--- src/assert_macros.svh ---
// ----------------------------------------------------------------------------
// assert_macros.svh
// concurrent assertion helpers, empty for synthesis
// ----------------------------------------------------------------------------
`ifndef ASSERT_MACROS_SVH
`define ASSERT_MACROS_SVH

`ifndef SYNTHESIS

`define ASSERT_HOLDS(label, clk, rst_n, expr, msg) \
    label: assert property (@(posedge clk) disable iff (!rst_n) (expr)) else $error(msg);

`define ASSERT_NEXT(label, clk, rst_n, ante, cons, msg) \
    label: assert property (@(posedge clk) disable iff (!rst_n) (ante) |=> (cons)) \
        else $error(msg);

`else

`define ASSERT_HOLDS(label, clk, rst_n, expr, msg)

`define ASSERT_NEXT(label, clk, rst_n, ante, cons, msg)

`endif

`endif

--- src/ratg_pkg.sv ---
// ----------------------------------------------------------------------------
// ratg_pkg
// shared types and constants of the recorder tone generator
// ----------------------------------------------------------------------------
package ratg_pkg;

    localparam int DATA_W   = 32;
    localparam int LEN_W    = 24;
    localparam int CFG_IDX_W = 2;
    localparam int SAMPLE_W = 16;
    localparam int ENV_W    = 9;
    localparam int ACC_W    = 44;
    localparam int SUM_W    = 34;
    localparam int SHIFT_OUT = 27;
    localparam int STEP_W   = 4;

    localparam logic [CFG_IDX_W-1:0] REG_TONE_STEP   = 2'd0;
    localparam logic [CFG_IDX_W-1:0] REG_HUM_STEP    = 2'd1;
    localparam logic [CFG_IDX_W-1:0] REG_ENV_STEP    = 2'd2;
    localparam logic [CFG_IDX_W-1:0] REG_NOTE_LENGTH = 2'd3;

    localparam logic [DATA_W-1:0] TONE_STEP_RST = 32'd0;
    localparam logic [DATA_W-1:0] HUM_STEP_RST  = 32'd4473924;
    localparam logic [DATA_W-1:0] ENV_STEP_RST  = 32'd111848;
    localparam logic [LEN_W-1:0]  NOTE_LEN_RST  = 24'd48000;

    localparam logic [63:0] Q30_ONE  = 64'd1073741824;
    localparam logic [63:0] Q30_HALF = 64'd536870912;
    localparam logic [63:0] PI_Q30   = 64'd3373259426;
    localparam logic [32:0] ENV_ARG_LIMIT = 33'h040000000;

    localparam logic [DATA_W-1:0] OFS_H2  = 32'd1274138960;
    localparam logic [DATA_W-1:0] OFS_H3  = 32'd96582390;
    localparam logic [DATA_W-1:0] OFS_H4  = 32'd1373966180;
    localparam logic [DATA_W-1:0] OFS_HUM = 32'd1845626249;

    localparam logic [ENV_W-1:0] ENV_BASE  = 9'd75;
    localparam logic [ENV_W-1:0] ENV_SCALE = 9'd300;

    // sequencer steps
    localparam logic [STEP_W-1:0] STEP_PHASE_LAST = 4'd5;
    localparam logic [STEP_W-1:0] STEP_ENV_LOAD   = 4'd1;
    localparam logic [STEP_W-1:0] STEP_MAC_FIRST  = 4'd2;
    localparam logic [STEP_W-1:0] STEP_MAC_LAST   = 4'd7;
    localparam logic [STEP_W-1:0] STEP_SCALE      = 4'd8;

    typedef enum logic [1:0] {
        ST_IDLE,
        ST_RUN,
        ST_DONE
    } state_t;

    typedef enum logic [2:0] {
        TERM_H1,
        TERM_H2,
        TERM_H3,
        TERM_H4,
        TERM_HUM1,
        TERM_HUM2
    } term_t;

    typedef struct packed {
        logic clear;
        logic accumulate;
        logic scale;
    } mac_ctrl_t;

    // amplitudes, unsigned Q4.12
    function automatic logic [15:0] amp_of(input term_t term);
        logic [15:0] amp;
        case (term)
            TERM_H1:   amp = 16'd56074;
            TERM_H2:   amp = 16'd23437;
            TERM_H3:   amp = 16'd37156;
            TERM_H4:   amp = 16'd1843;
            TERM_HUM1: amp = 16'd1270;
            TERM_HUM2: amp = 16'd1270;
            default:   amp = 16'd0;
        endcase
        return amp;
    endfunction

endpackage

--- src/ratg_mac.sv ---
// ----------------------------------------------------------------------------
// ratg_mac
// shared multiplier with accumulator for harmonic sum and envelope scaling
// ----------------------------------------------------------------------------
module ratg_mac (
    input  logic                                 clk,
    input  ratg_pkg::mac_ctrl_t                  ctrl,
    input  logic signed [ratg_pkg::SAMPLE_W-1:0] sine_val,
    input  logic [15:0]                          amp,
    input  logic [ratg_pkg::ENV_W-1:0]           env,
    output logic signed [ratg_pkg::ACC_W-1:0]    acc
);

    logic signed [ratg_pkg::ACC_W-1:0] acc_reg;
    logic signed [ratg_pkg::ACC_W-1:0] acc_next;
    logic signed [ratg_pkg::SUM_W-1:0] op_a;
    logic signed [16:0]                op_b;
    logic signed [ratg_pkg::SUM_W+16:0] prod;
    logic signed [ratg_pkg::ACC_W-1:0] prod_t;

    always_comb
    begin
        if (ctrl.scale)
        begin
            op_a = acc_reg[ratg_pkg::SUM_W-1:0];
            op_b = signed'({8'b0, env});
        end
        else
        begin
            op_a = ratg_pkg::SUM_W'(sine_val);
            op_b = signed'({1'b0, amp});
        end
    end

    assign prod   = op_a * op_b;
    assign prod_t = signed'(prod[ratg_pkg::ACC_W-1:0]);

    always_comb
    begin
        acc_next = acc_reg;
        if (ctrl.clear)
            acc_next = '0;
        else if (ctrl.accumulate)
            acc_next = acc_reg + prod_t;
        else if (ctrl.scale)
            acc_next = prod_t;
    end

    always_ff @(posedge clk)
    begin
        acc_reg <= acc_next;
    end

    assign acc = acc_reg;

endmodule
--- config.mk ---
export PLATFORM = sky130hd
export DESIGN_NAME = ratg_mac
export DESIGN_NICKNAME = d
export VERILOG_FILES = /design/src/assert_macros.svh /design/src/ratg_pkg.sv /design/src/ratg_mac.sv
export SDC_FILE = /design/constraint.sdc
export NUM_CORES = 1
export LEC_CHECK = 0
export ABC_AREA = 1
export BUFFER_PORTS_ARGS = -buffer_cell sky130_fd_sc_hd__buf_4
export CELL_PAD_IN_SITES_DETAIL_PLACEMENT = 1
export CELL_PAD_IN_SITES_GLOBAL_PLACEMENT = 1
export CORE_AREA = 2 2 235 237
export DETAILED_ROUTE_END_ITERATION = 6
export DIE_AREA = 0 0 237 239
export HOLD_SLACK_MARGIN = 0.12
export PLACE_DENSITY = 0.88
export SYNTH_ARGS = -nofsm -noshare
export SYNTH_HDL_FRONTEND = slang
export SYNTH_SLANG_ARGS = --single-unit
--- constraint.sdc ---
create_clock -name clk -period 7.8 [get_ports clk]
set_input_delay 1.17 -clock clk [delete_from_list [all_inputs] [get_ports clk]]
set_output_delay 1.17 -clock clk [all_outputs]
set_load 0.03 [all_outputs]
==> results of run 1 <==
-- what timing repair did --
action / 4_1_cts
pin swaps: 237
endpoints found under the setup margin: 34
gates cloned: 10
setup buffers: 121
gates resized for setup: 754
-- logic make-up after synthesis --
| logic type | synth area share, % |
|---|---|
| buffers and inverters | 15.4 |
| AND/OR/NAND/NOR | 24.8 |
| AO/OA/AOI/OAI | 7.04 |
| flip-flops | 3.73 |
| XOR/XNOR | 1.53 |
| adder cells (fa/ha/maj) | 47.4 |
-- stage by stage --
stage	worst slack [ns]	TNS (ns)
4_1_cts	-0.573	-11.17
3_5_place_dp	-1.77	-48.86
3_3_place_gp	-1.32	-34.68
2_1_floorplan	-0.00998	-0.0196
-- routing by layer --
layer,GRT usage (%),overflow
met1,88.3,30
met2,104,787
met3,82.1,26
met4,98.5,414
met5,54.8,10
==> flow_metrics.py, run 1 <==
metrics = {
    "placement": {
        "port_buffers": 88,
        "gp_congestion": 0.969,
        "placedCellCount": 4604,
        "dpl.hpwl_um": 96400,
        "placed_cell_area_um2": 29600,
    },
    "floorplan": {
        "die_h_um": 239,
        "die_w_um": 237,
        "ios": 89,
        "rows": 86,
        "start_util_pct": 43.4,
    },
    "logic_synthesis": {
        "async_reset_ff_share_pct": 0,
        "synth_edf_count": 0,
        "ys_top_cells_by_area": "fa_1 (39%), inv_1 (14%), nand2_1 (12%), ha_1 (8.3%), nor2_1 (5.5%)",
        "postSynthCellCount": 3341,
        "yosysMostFrequentCell": "inv_1",
        "synth_flop_cell": "dfxtp_1",
        "synth.distinct_cells": 51,
        "syn_area_um2": 23600,
        "syn-num-nets": 4004,
        "ys_top_cells_by_count": "inv_1 (863), nand2_1 (767), fa_1 (461)",
        "seq_area_frac_synth_pct": 3.73,
        "avgSynthCellArea_um2": 7.06,
        "yosysWarnings": 0,
        "yosys.area.top_type_share_pct": 39.1,
        "ys_ff_latch": 44,
        "yosysTopAreaCell": "fa_1",
    },
    "grt": {
        "grt_max_degree": 44,
        "track_usage_pct": 91.9,
        "overflow": 1267,
    },
    "run_status": {
        "stop_stage": "5_1_grt",
        "status": "aborted with a tool error",
        "stop_error": "[ERROR GRT-0232] Routing congestion too high. Check the congestion heatmap in the GUI.",
    },
    "clocking": {
        "hold_buffers": 0,
        "htreeDepth": 2,
        "cts-root-buf": "clkbuf_16",
        "numCtsBuffers": 5,
        "cts.sinks": 44,
        "cts_buffer_depth": 2,
    },
    "timing": {
        "crit_endpoint": "acc[43]$_SDFFE_PP0P_/D",
        "endpoint_type": "register input",
    },
}
==> inputs of run 2 (changes only) <==
==> config.mk (replaced) <==
export PLATFORM = sky130hd
export DESIGN_NAME = ratg_mac
export DESIGN_NICKNAME = d
export VERILOG_FILES = /design/src/assert_macros.svh /design/src/ratg_pkg.sv /design/src/ratg_mac.sv
export SDC_FILE = /design/constraint.sdc
export NUM_CORES = 1
export LEC_CHECK = 0
export ABC_AREA = 1
export BUFFER_PORTS_ARGS = -buffer_cell sky130_fd_sc_hd__buf_4
export CORE_AREA = 2 2 246 248
export DETAILED_ROUTE_END_ITERATION = 6
export DIE_AREA = 0 0 248 250
export PLACE_DENSITY_LB_ADDON = 0.15
export SYNTH_ARGS = -nofsm -noshare
export SYNTH_HDL_FRONTEND = slang
export SYNTH_SLANG_ARGS = --single-unit
==> constraint.sdc (replaced) <==
create_clock -name clk -period 10.1 [get_ports clk]
set_input_delay 1.515 -clock clk [delete_from_list [all_inputs] [get_ports clk]]
set_output_delay 1.515 -clock clk [all_outputs]
set_load 0.03 [all_outputs]
==> run 2 against run 1 <==
Against the previous run:
- the flow now finishes without violations
- synthesized area is the same
- synthesized cell count is the same
==> flow_metrics.py, run 2 <==
metrics = {
    "run_status": {
        "status": "complete, no violations",
    },
    "logic_synthesis": {
        "syn-num-nets": 4004,
        "synth-compound-area-share_pct": 7.04,
        "synth_edf_count": 0,
        "yosys.area.top_type_share_pct": 39.1,
        "synth-simple-area-share_pct": 24.8,
        "async_reset_ff_share_pct": 0,
        "avgSynthCellArea_um2": 7.06,
        "synth_flop_cell": "dfxtp_1",
        "ys_top_cells_by_area": "fa_1 (39%), inv_1 (14%), nand2_1 (12%), ha_1 (8.3%), nor2_1 (5.5%)",
        "synth.distinct_cells": 51,
        "synth-xor-area-share_pct": 1.53,
        "yosysMostFrequentCell": "inv_1",
        "synth-adder-area-share_pct": 47.4,
        "postSynthCellCount": 3341,
        "seq_area_frac_synth_pct": 3.73,
        "ys_ff_latch": 44,
        "synth_top_family_by_area": "adder cells",
        "yosysTopAreaCell": "fa_1",
        "syn_area_um2": 23600,
        "ys_top_cells_by_count": "inv_1 (863), nand2_1 (767), fa_1 (461)",
        "yosysWarnings": 0,
        "muxShareOfSynthArea_pct": 0,
    },
    "grt": {
        "use_met3_pct": 2.65,
        "grt_pass1_vias": 21076,
        "grtUsageMet2_pct": 43.6,
        "overflow": 0,
        "gr-max-usage-layer": "met2",
        "met1_usage_pct": 35.1,
        "track_usage_pct": 25.8,
        "grt_max_degree": 44,
        "grt_pass1_wl_um": 122000,
        "antenna_found_initial": 0,
    },
    "worst_setup_path": {
        "path_buf_inv": 10,
        "crit_type": "input port to flip-flop",
        "worstReg2RegEnd": "acc[36]",
        "rr_startpoint": "acc[9]",
        "startpoint_type": "input port",
        "critical-path-top-delay-family": "adder cells",
        "slowest_delay_ns": 0.54,
        "rrSetupSlack_ns": 1.82,
        "critPathCaptureType": "flip-flop",
        "cp_max_fo": 20,
        "critPathArrivalTime_ns": 9.91,
        "cp.required_ns": 10.31,
        "worst_path_max_delay_cell": "fa_1",
        "r2r_cells": 37,
        "crit_cells": 37,
        "startpoint": "ctrl[0]",
        "endpoint": "acc[38]",
    },
    "timing": {
        "max_freq_mhz": 103,
        "skew_ns": 0.00754,
        "worstMarginPinSlew_ns": 1.03,
        "final_max_slew_viol_count": 0,
        "tns_ns": 0,
        "hold_viol": 0,
        "timing.final.ws_setup_ns": 0.393,
        "fin_crit_ns": 9.71,
        "rsz0062_at_grt": "false",
        "finalCritPeriodShare_pct": 96.1,
        "finalSetupViolCount": 0,
        "slew_headroom_pct": 30.5,
    },
    "placement": {
        "gp_congestion": 0.985,
        "placed_cell_area_um2": 25600,
        "pre_cts_ws_ns": 0.00622,
        "dpl.hpwl_um": 68700,
        "port_buffers": 88,
    },
    "floorplan": {
        "ios": 89,
        "rows": 90,
        "fp.dieArea_um2": 62000,
        "fp.coreArea_um2": 59600,
        "die_h_um": 250,
        "die_w_um": 248,
        "start_util_pct": 39.6,
    },
    "clocking": {
        "clkSlewWorstSetupHoldPaths_ns": 0.07,
        "cts-root-buf": "clkbuf_16",
        "cts_buffer_depth": 2,
        "hold_buffers": 0,
        "post_cts_buffers": 0,
        "htreeDepth": 2,
        "cts.sinks": 44,
        "cts_tree": "done",
        "numCtsBuffers": 5,
        "worst_skew_pair.late_latency_ns": 0.31,
    },
    "drt": {
        "dr.pass1.iters": 6,
        "vias_per_cell": 4.94,
        "wl_per_cell_um": 18.4,
        "postRouteAntennaNets": 0,
        "wl_um": 77900,
        "initialDrtViolationCount": 1338,
        "drc": 0,
        "vias": 20856,
    },
    "final_layout": {
        "final_nets": 4102,
        "fin_area_um2": 25800,
        "final_common_cell": "inv_1",
        "n_antenna_cell": 0,
        "syn_to_final_growth_pct": 9.47,
        "final_cell_mix": "inv_1 (863), nand2_1 (765), fa_1 (461)",
        "fillers": 6463,
        "drive_above_1_share_pct": 8.28,
        "utilization_pct": 43.4,
        "largest_register_ff_count": 44,
    },
    "min_path": {
        "min_path_type": "flip-flop to flip-flop",
    },
    "run": {
        "cap_violations": 0,
    },
}
==> run 2: cell counts after synthesis <==
No cell type changed its count.
==> run 2: worst min-delay path by stage <==
stage | end | from | slack (ns) | depth (start not counted)
after floorplan | acc[0] | acc[0] | 0.63 | 2
after global placement | acc[3] | acc[3] | 0.54 | 2
after detailed placement | acc[2] | acc[2] | 0.54 | 2
after CTS | acc[2] | acc[2] | 0.55 | 2
after global routing | acc[0] | acc[0] | 0.58 | 2
final | acc[2] | acc[2] | 0.54 | 2
==> run 2: area by class of cell <==
type                    instances  area [um2]  area share (%)
well taps                     782         978            3.79
multi-input cells            2340       19100            74.0
flip-flops and latches         44         881            3.41
inverters                     874        3280            12.7
clock inverters                 2        35.0           0.136
clock buffers                   6         129           0.499
repair buffers                174        1410            5.46
==> run 2: kinds of logic (layout without fill, tap and decap cells) <==
kind of cell,count (synthesis),count (layout)
AOI/OAI and AO/OA,286,286
and+or+nand+nor,1399,1399
buffers and inverters,957,1056
adders and majority gates,618,618
xor gates and xnor gates,37,37
DFF,44,44
==> run 2: metal layers <==
layer  vias to the layer above  part of all wire, %
li1                      10027                    -
met1                     10177                   44
met2                       550                   48
met3                       102                  4.7
met4                         0                  3.2
met5                         -                    0
==> run 2: metrics by stage <==
stage | instances | hold slack (ns)
after floorplan | 3341 | 0.634
after global placement | 4214 | 0.540
after detailed placement | 4214 | 0.542
after CTS | 4222 | 0.551
after global routing | 4222 | 0.576
final | 4222 | 0.544
==> run 2: worst reg2reg max path, delay by kind of cell (launching register included) <==
| family | cells | cell delay [ns] |
|---|---|---|
| AO/OA/AOI/OAI | 8 | 1.48 |
| adder cells (fa/ha/maj) | 8 | 3.82 |
| buffers and inverters | 6 | 0.76 |
| flip-flops | 1 | 0.39 |
| AND/OR/NAND/NOR | 15 | 1.68 |
==> run 2: repair_timing <==
action,CTS,global route
hold endpoints to repair,0,0
setup endpoints to repair,0,15
gates resized for setup,0,10
Power of run 2 is not shown: default switching activity piles up to over one toggle a cycle in this logic, so the estimate is an artifact.
